`config.mk`:
```
export PLATFORM = sky130hd
export DESIGN_NAME = centered_moving_mean_filter_core
export DESIGN_NICKNAME = d
export VERILOG_FILES = /design/src/design/cmmf_pkg.sv /design/src/design/centered_moving_mean_filter_core.sv
export SDC_FILE = /design/constraint.sdc
export NUM_CORES = 2
export LEC_CHECK = 0
export ABC_AREA = 1
export BUFFER_PORTS_ARGS = -buffer_cell sky130_fd_sc_hd__buf_2
export CAP_MARGIN = 20
export CORE_MARGIN = 2
export CORE_UTILIZATION = 63
export CTS_BUF_LIST = sky130_fd_sc_hd__clkbuf_4 sky130_fd_sc_hd__clkbuf_8 sky130_fd_sc_hd__clkbuf_16
export DETAILED_ROUTE_END_ITERATION = 10
export HOLD_SLACK_MARGIN = 0.12
export PLACE_DENSITY_LB_ADDON = 0.1
export SYNTH_ARGS = -nofsm -noshare
export SYNTH_HDL_FRONTEND = slang
export SYNTH_SLANG_ARGS = --single-unit
```
`constraint.sdc`:
```
create_clock -name clk -period 4.18 [get_ports clk]
set_input_delay 0.836 -clock clk [delete_from_list [all_inputs] [get_ports clk]]
set_output_delay 0.836 -clock clk [all_outputs]
set_load 0.005 [all_outputs]
```
`src/design/cmmf_pkg.sv`:
```
// Shared types and constants of the centered moving mean filter.
package cmmf_pkg;

	localparam int SAMPLE_BITS     = 32;
	localparam int MAX_WINDOW_DEF  = 64;
	localparam int CFG_DATA_BITS   = 7;
	localparam logic [CFG_DATA_BITS-1:0] WIDTH_RESET = 7'd8;

	typedef enum logic {
		CFG_WINDOW_WIDTH = 1'b0,
		CFG_FILTER_MODE  = 1'b1
	} cfg_index_t;

	typedef struct packed {
		logic signed [SAMPLE_BITS-1:0] sample;
		logic                          sample_ok;
		logic                          record_end;
	} in_beat_t;

	typedef struct packed {
		logic signed [SAMPLE_BITS-1:0] value;
		logic                          value_ok;
		logic                          final_result;
	} out_beat_t;

	typedef enum logic [2:0] {
		ST_IDLE,
		ST_CHECK,
		ST_SCAN,
		ST_DRAIN,
		ST_PREP,
		ST_DIV,
		ST_FIN,
		ST_ADV
	} state_t;

endpackage

```
`src/design/centered_moving_mean_filter_core.sv`:
```
// Centered moving mean filter: line memory, window scan and bit-serial divider.
//
// Samples of a record enter one beat at a time and go into a line memory of
// MAX_WINDOW entries. Each accepted beat yields the result of the sample
// ceil(W/2)-1 beats back; the beat marked record_end also flushes every
// pending result, oldest first, and the next beat starts a new record. Each
// result rescans its clipped window from the line memory, one entry a cycle
// through the registered memory port, then a restoring divider forms the
// truncated mean one quotient bit a cycle over SAMPLE_BITS+clog2(MAX_WINDOW+1)
// bits, and the result then waits while the output register is stalled. The
// input is stalled from acceptance until the cycle after the last result of
// the beat is placed in the output register. The output register lets a
// result wait while the next beat is taken. Mode 0 returns the sample minus
// the mean of the finite window samples, mode 1 the plain window mean; value
// is 0 where value_ok is 0. Width values of 0 act as 1 and values above
// MAX_WINDOW act as MAX_WINDOW. Configuration must be written only while the
// block is idle; the block itself does not enforce this.
module centered_moving_mean_filter_core #(
	parameter int MAX_WINDOW = cmmf_pkg::MAX_WINDOW_DEF
) (
	input  logic                                  clk,
	input  logic                                  arst_n,
	input  logic                                  cfg_we,
	input  cmmf_pkg::cfg_index_t                  cfg_index,
	input  logic [cmmf_pkg::CFG_DATA_BITS-1:0]    cfg_data,
	input  logic                                  in_valid,
	output logic                                  in_stall,
	input  cmmf_pkg::in_beat_t                    in_data,
	output logic                                  out_valid,
	input  logic                                  out_stall,
	output cmmf_pkg::out_beat_t                   out_data
);

	localparam int SB   = cmmf_pkg::SAMPLE_BITS;
	localparam int AW   = $clog2(MAX_WINDOW);
	localparam int CW   = $clog2(MAX_WINDOW + 1);
	localparam int WW   = (CW > cmmf_pkg::CFG_DATA_BITS) ? CW : cmmf_pkg::CFG_DATA_BITS;
	localparam int SUMW = SB + CW;
	localparam int BW   = $clog2(SUMW + 1);

	// configuration
	logic [cmmf_pkg::CFG_DATA_BITS-1:0] width_q;
	logic                               mode_q;

	always_ff @(posedge clk or negedge arst_n) begin
		if (!arst_n) begin
			width_q <= cmmf_pkg::WIDTH_RESET;
			mode_q  <= 1'b0;
		end else if (cfg_we) begin
			unique case (cfg_index)
				cmmf_pkg::CFG_WINDOW_WIDTH: width_q <= cfg_data;
				cmmf_pkg::CFG_FILTER_MODE:  mode_q  <= cfg_data[0];
				default: ;
			endcase
		end
	end

	// clamp width, split into backward and forward reach
	logic [WW-1:0] w_wide;
	logic [CW-1:0] w_eff, lo_w, hi_w;

	always_comb begin
		w_wide = WW'(width_q);
		if (w_wide == '0)
			w_wide = WW'(1);
		else if (w_wide > WW'(MAX_WINDOW))
			w_wide = WW'(MAX_WINDOW);
		w_eff = w_wide[CW-1:0];
		lo_w  = w_eff >> 1;
		hi_w  = w_eff - lo_w;
	end

	// sequencer state
	cmmf_pkg::state_t state_q, state_d;

	logic [AW-1:0]   head_q, head_nxt;
	logic [CW-1:0]   seen_q;
	logic            end_q, first_q, final_q;
	logic [AW-1:0]   age_q, scan_q, oldest_q;
	logic            accept;
	logic            emit_now;
	logic            out_load;

	assign accept   = in_valid && !in_stall;
	assign emit_now = CW'(age_q) < seen_q;
	assign head_nxt = (head_q == AW'(MAX_WINDOW - 1)) ? '0 : head_q + AW'(1);
	assign out_load = (state_q == cmmf_pkg::ST_FIN) && (!out_valid || !out_stall);

	logic [BW-1:0] bit_q;

	always_comb begin
		state_d  = state_q;
		in_stall = 1'b1;
		unique case (state_q)
			cmmf_pkg::ST_IDLE: begin
				in_stall = 1'b0;
				if (in_valid)
					state_d = cmmf_pkg::ST_CHECK;
			end
			cmmf_pkg::ST_CHECK: state_d = emit_now ? cmmf_pkg::ST_SCAN : cmmf_pkg::ST_ADV;
			cmmf_pkg::ST_SCAN: begin
				if (scan_q == oldest_q)
					state_d = cmmf_pkg::ST_DRAIN;
			end
			cmmf_pkg::ST_DRAIN: state_d = cmmf_pkg::ST_PREP;
			cmmf_pkg::ST_PREP:  state_d = cmmf_pkg::ST_DIV;
			cmmf_pkg::ST_DIV: begin
				if (bit_q == BW'(1))
					state_d = cmmf_pkg::ST_FIN;
			end
			cmmf_pkg::ST_FIN: begin
				if (out_load)
					state_d = cmmf_pkg::ST_ADV;
			end
			cmmf_pkg::ST_ADV: begin
				if (!end_q || age_q == '0)
					state_d = cmmf_pkg::ST_IDLE;
				else
					state_d = cmmf_pkg::ST_CHECK;
			end
			default: state_d = cmmf_pkg::ST_IDLE;
		endcase
	end

	always_ff @(posedge clk or negedge arst_n) begin
		if (!arst_n)
			state_q <= cmmf_pkg::ST_IDLE;
		else
			state_q <= state_d;
	end

	// window bounds of the result about to be formed
	logic [CW:0] reach;
	logic [CW-1:0] seen_m1;
	logic [AW-1:0] oldest_d;

	always_comb begin
		reach    = {1'b0, CW'(age_q)} + {1'b0, lo_w};
		seen_m1  = seen_q - CW'(1);
		oldest_d = (reach > {1'b0, seen_m1}) ? seen_m1[AW-1:0] : reach[AW-1:0];
	end

	// control registers: advance the line head, walk the pending ages
	always_ff @(posedge clk or negedge arst_n) begin
		if (!arst_n) begin
			head_q   <= '0;
			seen_q   <= '0;
			end_q    <= 1'b0;
			first_q  <= 1'b0;
			final_q  <= 1'b0;
			age_q    <= '0;
			scan_q   <= '0;
			oldest_q <= '0;
		end else begin
			unique case (state_q)
				cmmf_pkg::ST_IDLE: begin
					if (accept) begin
						head_q  <= head_nxt;
						if (seen_q != CW'(MAX_WINDOW))
							seen_q <= seen_q + CW'(1);
						end_q   <= in_data.record_end;
						age_q   <= AW'(hi_w - CW'(1));
						first_q <= 1'b1;
					end
				end
				cmmf_pkg::ST_CHECK: begin
					scan_q   <= '0;
					oldest_q <= oldest_d;
					final_q  <= first_q ? (end_q && hi_w == CW'(1)) : (age_q == '0);
				end
				cmmf_pkg::ST_SCAN: begin
					if (scan_q != oldest_q)
						scan_q <= scan_q + AW'(1);
				end
				cmmf_pkg::ST_ADV: begin
					if (end_q) begin
						if (age_q == '0) begin
							seen_q <= '0;
						end else begin
							age_q   <= age_q - AW'(1);
							first_q <= 1'b0;
						end
					end
				end
				default: ;
			endcase
		end
	end

	// line memory: one write port, one registered read port
	logic [SB:0]   line_mem [MAX_WINDOW];
	logic [AW:0]   rd_slot;
	logic [AW-1:0] rd_addr;
	logic [SB:0]   rd_data_s1;
	logic [AW-1:0] rd_age_s1;
	logic          rd_v_s1;

	always_comb begin
		if (head_q >= scan_q)
			rd_slot = {1'b0, head_q} - {1'b0, scan_q};
		else
			rd_slot = {1'b0, head_q} + (AW+1)'(MAX_WINDOW) - {1'b0, scan_q};
		rd_addr = rd_slot[AW-1:0];
	end

	always_ff @(posedge clk) begin
		if (accept)
			line_mem[head_nxt] <= {in_data.sample_ok, in_data.sample};
		rd_data_s1 <= line_mem[rd_addr];
		rd_age_s1  <= scan_q;
	end

	always_ff @(posedge clk or negedge arst_n) begin
		if (!arst_n)
			rd_v_s1 <= 1'b0;
		else
			rd_v_s1 <= (state_q == cmmf_pkg::ST_SCAN);
	end

	// window totals, center sample
	logic signed [SUMW-1:0] sum_q;
	logic [CW-1:0]          fin_cnt_q, bad_cnt_q;
	logic [SB:0]            center_q;

	always_ff @(posedge clk) begin
		if (state_q == cmmf_pkg::ST_CHECK) begin
			sum_q     <= '0;
			fin_cnt_q <= '0;
			bad_cnt_q <= '0;
		end else if (rd_v_s1) begin
			if (rd_data_s1[SB]) begin
				sum_q     <= sum_q + SUMW'(signed'(rd_data_s1[SB-1:0]));
				fin_cnt_q <= fin_cnt_q + CW'(1);
			end else begin
				bad_cnt_q <= bad_cnt_q + CW'(1);
			end
			if (rd_age_s1 == age_q)
				center_q <= rd_data_s1;
		end
	end

	// restoring divider, one quotient bit a cycle into the dividend register
	logic [SUMW-1:0] dvd_q;
	logic [CW-1:0]   div_q, rem_q;
	logic            neg_q, ok_q;
	logic [CW:0]     trial, trial_diff;
	logic            q_bit;

	always_comb begin
		trial      = {rem_q, dvd_q[SUMW-1]};
		trial_diff = trial - {1'b0, div_q};
		q_bit      = trial >= {1'b0, div_q};
	end

	always_ff @(posedge clk) begin
		if (state_q == cmmf_pkg::ST_PREP) begin
			div_q <= mode_q ? fin_cnt_q + bad_cnt_q : fin_cnt_q;
			ok_q  <= mode_q ? (bad_cnt_q == '0 && fin_cnt_q != '0)
			                : (center_q[SB] && fin_cnt_q != '0);
			neg_q <= sum_q[SUMW-1];
			dvd_q <= sum_q[SUMW-1] ? SUMW'(-sum_q) : SUMW'(sum_q);
			rem_q <= '0;
			bit_q <= BW'(SUMW);
		end else if (state_q == cmmf_pkg::ST_DIV) begin
			rem_q <= q_bit ? trial_diff[CW-1:0] : trial[CW-1:0];
			dvd_q <= {dvd_q[SUMW-2:0], q_bit};
			bit_q <= bit_q - BW'(1);
		end
	end

	// signed mean, difference and saturation
	logic [SB:0]          q_mag;
	logic signed [SB:0]   q_signed;
	logic signed [SB+1:0] diff;
	logic [SB-1:0]        sat_val;

	always_comb begin
		q_mag    = dvd_q[SB:0];
		q_signed = neg_q ? -signed'(q_mag) : signed'(q_mag);
		if (mode_q)
			diff = (SB+2)'(q_signed);
		else
			diff = (SB+2)'(signed'(center_q[SB-1:0])) - (SB+2)'(q_signed);
		if (diff[SB+1:SB-1] == '0 || diff[SB+1:SB-1] == '1)
			sat_val = diff[SB-1:0];
		else if (diff[SB+1])
			sat_val = {1'b1, {(SB-1){1'b0}}};
		else
			sat_val = {1'b0, {(SB-1){1'b1}}};
	end

	// output register: hold while stalled, drop once taken
	always_ff @(posedge clk or negedge arst_n) begin
		if (!arst_n)
			out_valid <= 1'b0;
		else if (out_load)
			out_valid <= 1'b1;
		else if (!out_stall)
			out_valid <= 1'b0;
	end

	always_ff @(posedge clk) begin
		if (out_load) begin
			out_data.value        <= ok_q ? signed'(sat_val) : '0;
			out_data.value_ok     <= ok_q;
			out_data.final_result <= final_q;
		end
	end

endmodule

```
-- Word level (Yosys, flattened, before mapping)
Memories as Yosys holds them, arrays and structs flattened. A register that Yosys moved wholly into a read port is not among the register bits.
Cells that the tools add are included.
- flip-flop bits (word level): 234
- RAM bits: 2112
- memories: 1
- bits of input ports: 47
- output and inout bits: 36
- word-level logic and storage cells: 155
- memory list (memory ; words ; bits a word ; rd ports ; clocked after memory_dff ; wr ports ; line ; RTL):
    line_mem ; 64 ; 33 ; 1 ; 1 ; 1 ; centered_moving_mean_filter_core.sv:191 ; logic [SB:0] line_mem [MAX_WINDOW];
- reductions and logical operators: 30
- add/subtract/negate cells: 20
- magnitude comparators: 5
- bitwise logic cells: 3
- multiplexer cells: 43
- equality and inequality tests: 26
- operator list (operator ; number):
    two-way mux 39 bit ; 3
    two-way mux 32 bit ; 2
    two-way mux 7 bit ; 8
    two-way mux 6 bit ; 7
    adder 39 x 32 -> 39 bit ; 1
    negation 39 bit ; 1
    two-way mux 34 bit ; 1
    subtractor 32 x 33 -> 34 bit ; 1
    two-way mux 33 bit ; 1
    negation 33 bit ; 1
    one-hot mux 3 bit (8 select lines) ; 1
    one-hot mux 6 bit (2 select lines) ; 2
    adder 7 x 1 -> 7 bit (second input constant) ; 3
    adder 6 x 1 -> 6 bit (second input constant) ; 3
    inequality test 2 bit (second input constant) ; 9
    subtractor 6 x 1 -> 6 bit (second input constant) ; 3
    == test 3 bit (second input constant) ; 5
    two-way mux 3 bit ; 5
    zero test 7 bit ; 2
    one-hot mux 7 bit (2 select lines) ; 1
    == test 6 bit ; 2
    AND reduction 2 bit ; 6
    subtractor 6 bit ; 2
    two-way mux 1 bit ; 11
    other kinds (30) ; 46

-- Longest topological paths before layout
- depth after elaboration: 7
- depth in mapped cells: 29
- mapped depth without buffers: 28

-- Worst setup path before layout
Ideal clock, no wire load.
- path kind: input to register
- start point: input in_valid
- end point: memory line_mem[11][0] in the netlist's numbering, enable pin
- data arrival time: 3.595 ns
- stages: 9
- data required time: 3.757 ns
- library setup time: 0.423 ns
- buffers on the path: 0
- slack: 0.162 ns
- path through: or2_2 -> o21ai_1 -> a21oi_1 -> inv_2 -> nor2_2 -> inv_2 -> nor2_1 -> nand3_1 -> nor2_1
- cells in the longest elaborated chain, start to end: 3
- RTL lines (item ; line ; RTL):
    from (decl) ; centered_moving_mean_filter_core.sv:26 ; input logic in_valid,
    logical AND 1 bit ; centered_moving_mean_filter_core.sv:84 ; assign accept = in_valid && !in_stall;
    two-way mux 1 bit ; centered_moving_mean_filter_core.sv:207 ; if (accept)
    two-way mux 1 bit (not written as such) ; centered_moving_mean_filter_core.sv:208 ; line_mem[head_nxt] <= {in_data.sample_ok, in_data.sample};
    to (decl) ; centered_moving_mean_filter_core.sv:191 ;
No other way between the ends.

-- Worst setup path after layout
- start point: register dvd_q[2]
- end point: register out_data[7] in the netlist's numbering (data pin)
- cells in the longest elaborated chain, start to end: 7
- elaborated cells on any way between the ends: 9
- classes of those cells: add/sub: 2; eq/ne: 1; mux: 4; reduce/logical: 2
- RTL lines (item ; line ; RTL):
    from (decl) ; centered_moving_mean_filter_core.sv:243 ; logic [SUMW-1:0] dvd_q;
    from (signal assigned) ; centered_moving_mean_filter_core.sv:261 ; dvd_q <= sum_q[SUMW-1] ? SUMW'(-sum_q) : SUMW'(sum_q);
    from (signal assigned) ; centered_moving_mean_filter_core.sv:266 ; dvd_q <= {dvd_q[SUMW-2:0], q_bit};
    negation 33 bit ; centered_moving_mean_filter_core.sv:279 ; q_signed = neg_q ? -signed'(q_mag) : signed'(q_mag);
    two-way mux 33 bit * ; centered_moving_mean_filter_core.sv:279 ;
    subtractor 32 x 33 -> 34 bit ; centered_moving_mean_filter_core.sv:283 ; diff = (SB+2)'(signed'(center_q[SB-1:0])) - (SB+2)'(q_signed);
    two-way mux 34 bit * ; centered_moving_mean_filter_core.sv:280 ; if (mode_q)
    == test 3 bit / zero test 3 bit (equally long branches) ; centered_moving_mean_filter_core.sv:284 ; if (diff[SB+1:SB-1] == '0 || diff[SB+1:SB-1] == '1)
    logical OR 1 bit ; centered_moving_mean_filter_core.sv:284 ;
    two-way mux 32 bit * ; centered_moving_mean_filter_core.sv:284 ;
    to (decl) ; centered_moving_mean_filter_core.sv:31 ; output cmmf_pkg::out_beat_t out_data
Mark *: on every way between the ends. The rest lies on a longest branch, timed or not.
A chain may end at the register's enable or synchronous reset.

==> results.py <==
metrics = {
    "cts": {
        "cts.sinks": 2379,
        "insertion_delay_ps": 880,
        "cts_root_buffer": "clkbuf_16",
        "cts_tree": "built",
        "htree_levels": 4,
        "numCtsBuffers": 228,
        "clkTransAtPathRegs_ps": 60,
        "clockBufferDepth": 3,
    },
    "worst_setup_path": {
        "cp-start-kind": "flop",
        "crit_type": "flop to flop",
        "rrSetupSlack_ps": 250,
        "path_max_fanout": 8,
        "critPathArrivalTime_ps": 4520,
        "r2r_start": "dvd_q[2]$_DFFE_PN_",
        "reg2reg_depth": 20,
        "endpoint_kind": "flop",
        "required_ps": 4770,
        "r2r-end": "out_data[7]$_SDFFCE_PN0P_",
    },
    "yosys": {
        "synth_largest_area_cell": "edfxtp_1",
        "ys.warnings.count": 0,
        "synth_cells": 8291,
        "syn_area_mm2": 0.102,
        "synth_seq_cells": 2379,
        "synth_enable_flop_cells": 2227,
        "seq_area_frac_synth_pct": 69.0,
        "synth.avg_cell_area_um2": 12.3,
        "synth-async-reset-ratio_pct": 1.98,
        "synth_nets": 8463,
        "yosysTopAreaCellShare_pct": 65.8,
        "synth_cell_types": 63,
        "ys.flop_type": "edfxtp_1",
        "ys_top_cells_by_area": "edfxtp_1, nor2_1, o32ai_1, o21ai_0, mux2_2",
    },
    "sta": {
        "slew_viol_final": 0,
        "slew_headroom_pct": 27.0,
        "finalCritPeriodShare_pct": 93.9,
        "tightest_slew_ps": 1100,
        "fmax_ghz": 0.255,
        "hold_viol": 0,
        "period_needed_ps": 3930,
        "fin_skew_ps": 28.0,
        "final-setup-viol-count": 0,
        "fin_tns_setup_ps": 0,
    },
    "place": {
        "gp_congestion": 0.949,
        "io_buffers": 82,
        "dp_hpwl_mm": 172,
    },
    "hold_path": {
        "hold_path_end": "mode_q$_DFFE_PN0P_",
        "worstHoldStart": "cfg_we",
        "min_path_cells": 2,
        "hold_path_class": "primary input to flop",
    },
    "layout": {
        "nFillCells": 10800,
        "utilization_pct": 71.7,
        "drive_gt1_share_pct": 14.3,
        "area_delta_synth_final_pct": 13.1,
        "nets": 8609,
    },
    "global_routing": {
        "grt_pass1_vias": 64700,
        "grt_pass1_wl_mm": 409,
        "antenna_found_initial": 12,
        "grt_max_degree": 130,
        "grt_usage_pct": 33.8,
        "grt_overflow": 0,
    },
    "floorplanning": {
        "die-area_mm2": 0.165,
        "die_h_um": 406,
        "start_util_pct": 63.4,
        "core_area_mm2": 0.160,
        "io_pins": 83,
        "die_width_um": 406,
        "rows": 147,
    },
    "route": {
        "drc": 0,
        "drt-wirelength-per-cell_um": 25.9,
        "drt_first_iter_violations": 8790,
        "routed_via_density": 6.35,
        "ant_nets": 0,
        "wirelength_mm": 279,
        "vias": 68600,
        "firstDrtPassIters": 6,
    },
    "job": {
        "drv_cap": 0,
    },
    "status": {
        "outcome": "completed",
    },
}
-- worst max-delay path: stages (launching register included) --
cell and delay [ps]:
edfxtp_1 460, nor2_2 190, nand2_4 100, o21ai_4 280, xor2_1 300, ha_1 330
a21oi_1 230, o21ai_0 190, a21oi_2 200, nand2_2 70, nand3_1 100, nor2_2 40
nand2_1 60, nand3_2 110, nand2_1 120, nand3_1 70, nand3_1 110, nand2_2 110
o21ai_4 290, clkbuf_16 230, a21oi_2 50
-- metal layers --
layer  up-vias  global-route usage (%)  wire, µm
li1      30800                       -         -
met1     33700                    48.4    112000
met2      3560                    50.6    124000
met3       523                    7.83     31800
met4         2                    13.3     11400
met5         -                       0        13
-- worst max path at each step --
stage / from / to / slack [ps] / cells past startpoint
2_1_floorplan: in_valid / line_mem[11][0]$_DFFE_PP_ / 160 / 9
6_report: dvd_q[2]$_DFFE_PN_ / out_data[7]$_SDFFCE_PN0P_ / 250 / 20
4_1_cts: dvd_q[0]$_DFFE_PN_ / out_data[22]$_SDFFCE_PN0P_ / 20 / 25
3_3_place_gp: dvd_q[0]$_DFFE_PN_ / out_data[2]$_SDFFCE_PN0P_ / -50 / 25
3_5_place_dp: dvd_q[0]$_DFFE_PN_ / out_data[2]$_SDFFCE_PN0P_ / 0.6 / 23
5_1_grt: dvd_q[7]$_DFFE_PN_ / out_data[6]$_SDFFCE_PN0P_ / -20 / 23
-- synth_stat cells (3+ instances only) --
cell type     n
edfxtp_1   2227
nor2_1     1992
o21ai_0     868
o32ai_1     528
nand2_1     475
clkbuf_1    439
inv_1       337
mux2_2      267
a21oi_1     150
nand3_1     138
ha_1        118
dfxtp_1     105
xor2_1       93
dfrtp_1      46
o22ai_1      41
nor3_1       40
o21a_1       40
o221ai_1     40
o211ai_1     37
a21oi_2      30
xnor2_1      28
buf_1        26
nand4_1      25
a31oi_1      19
o21bai_1     19
nand2_2      16
buf_2        13
or2_2        13
nor2_2       10
nor4_1       10
o21ai_1      10
a21boi_0      7
fa_1          7
nand3b_1      7
buf_6         6
nand3_2       6
a221oi_1      5
and3_1        5
clkinv_1      5
inv_2         5
and2_1        4
a21o_1        3
nor2_4        3
nor3b_1       3
o31ai_1       3
-- final cells by class --
type	instances	area, µm²	share of cell area (%)
antenna	6	15.0	0.0131
sequential	2379	70200	61.0
clock inverter	143	1210	1.05
multi-input combinational	5080	29100	25.3
tap	2160	2700	2.35
timing repair buffer	401	4350	3.78
clock buffer	274	6110	5.31
inverter	347	1310	1.14
-- cell usage in the layout, fill, tap and decap left out, types with 142 or more instances in the layout --
master / n
nor2_1: 1918
nand2_1: 469
a21oi_1: 142
clkbuf_16: 232
inv_1: 331
o21ai_0: 862
o32ai_1: 528
mux2_2: 267
buf_4: 196
edfxtp_1: 2227
-- cells by family (layout without fill, tap and decap cells) --
family                   after synthesis  after routing  share of synthesized area (%)
buffers and inverters                832           1165                           3.14
AO/OA/AOI/OAI                       1818           1818                           11.6
adder cells (fa/ha/maj)              125            125                           1.59
flip-flops                          2379           2379                           69.0
other                                  0              6                              0
XOR/XNOR                             121            121                           1.04
AND/OR/NAND/NOR                     2748           2748                           10.7
multiplexers                         268            268                           2.97
-- stage by stage --
stage | instance area (µm²) | hold slack (ps) | setup slack, ps | instances
after floorplan | 102000 | 389 | 162 | 8291
after global placement | 107000 | 421 | -53.1 | 10300
after detailed placement | 107000 | 424 | 0.609 | 10300
after CTS | 115000 | 129 | 15.2 | 10800
after global routing | 115000 | 166 | -16.5 | 10800
final | 115000 | 192 | 254 | 10800
-- registers in the layout (all words and copies together) (netlist names), 3 cells and up --
name	flops
state_q	3
head_q	6
center_q	33
scan_q	6
fin_cnt_q	7
dvd_q	39
rd_data_s1	33
line_mem	2112
seen_q	7
rem_q	7
rd_age_s1	6
oldest_q	6
sum_q	39
bad_cnt_q	7
width_q	7
out_data	34
div_q	7
bit_q	6
age_q	6
-- timing repair --
item                       4_1_cts  5_1_grt
gates cloned                     1        1
setup endpoints to repair       15       31
pin swaps                        0       18
hold endpoints to repair        46        0
hold buffers                     1        0
resized for setup                3       49
buffers inserted                 0       17
Power is left out: the tool's default activity adds up to more than one toggle a clock period on the data nets, which glitch-free logic cannot reach.
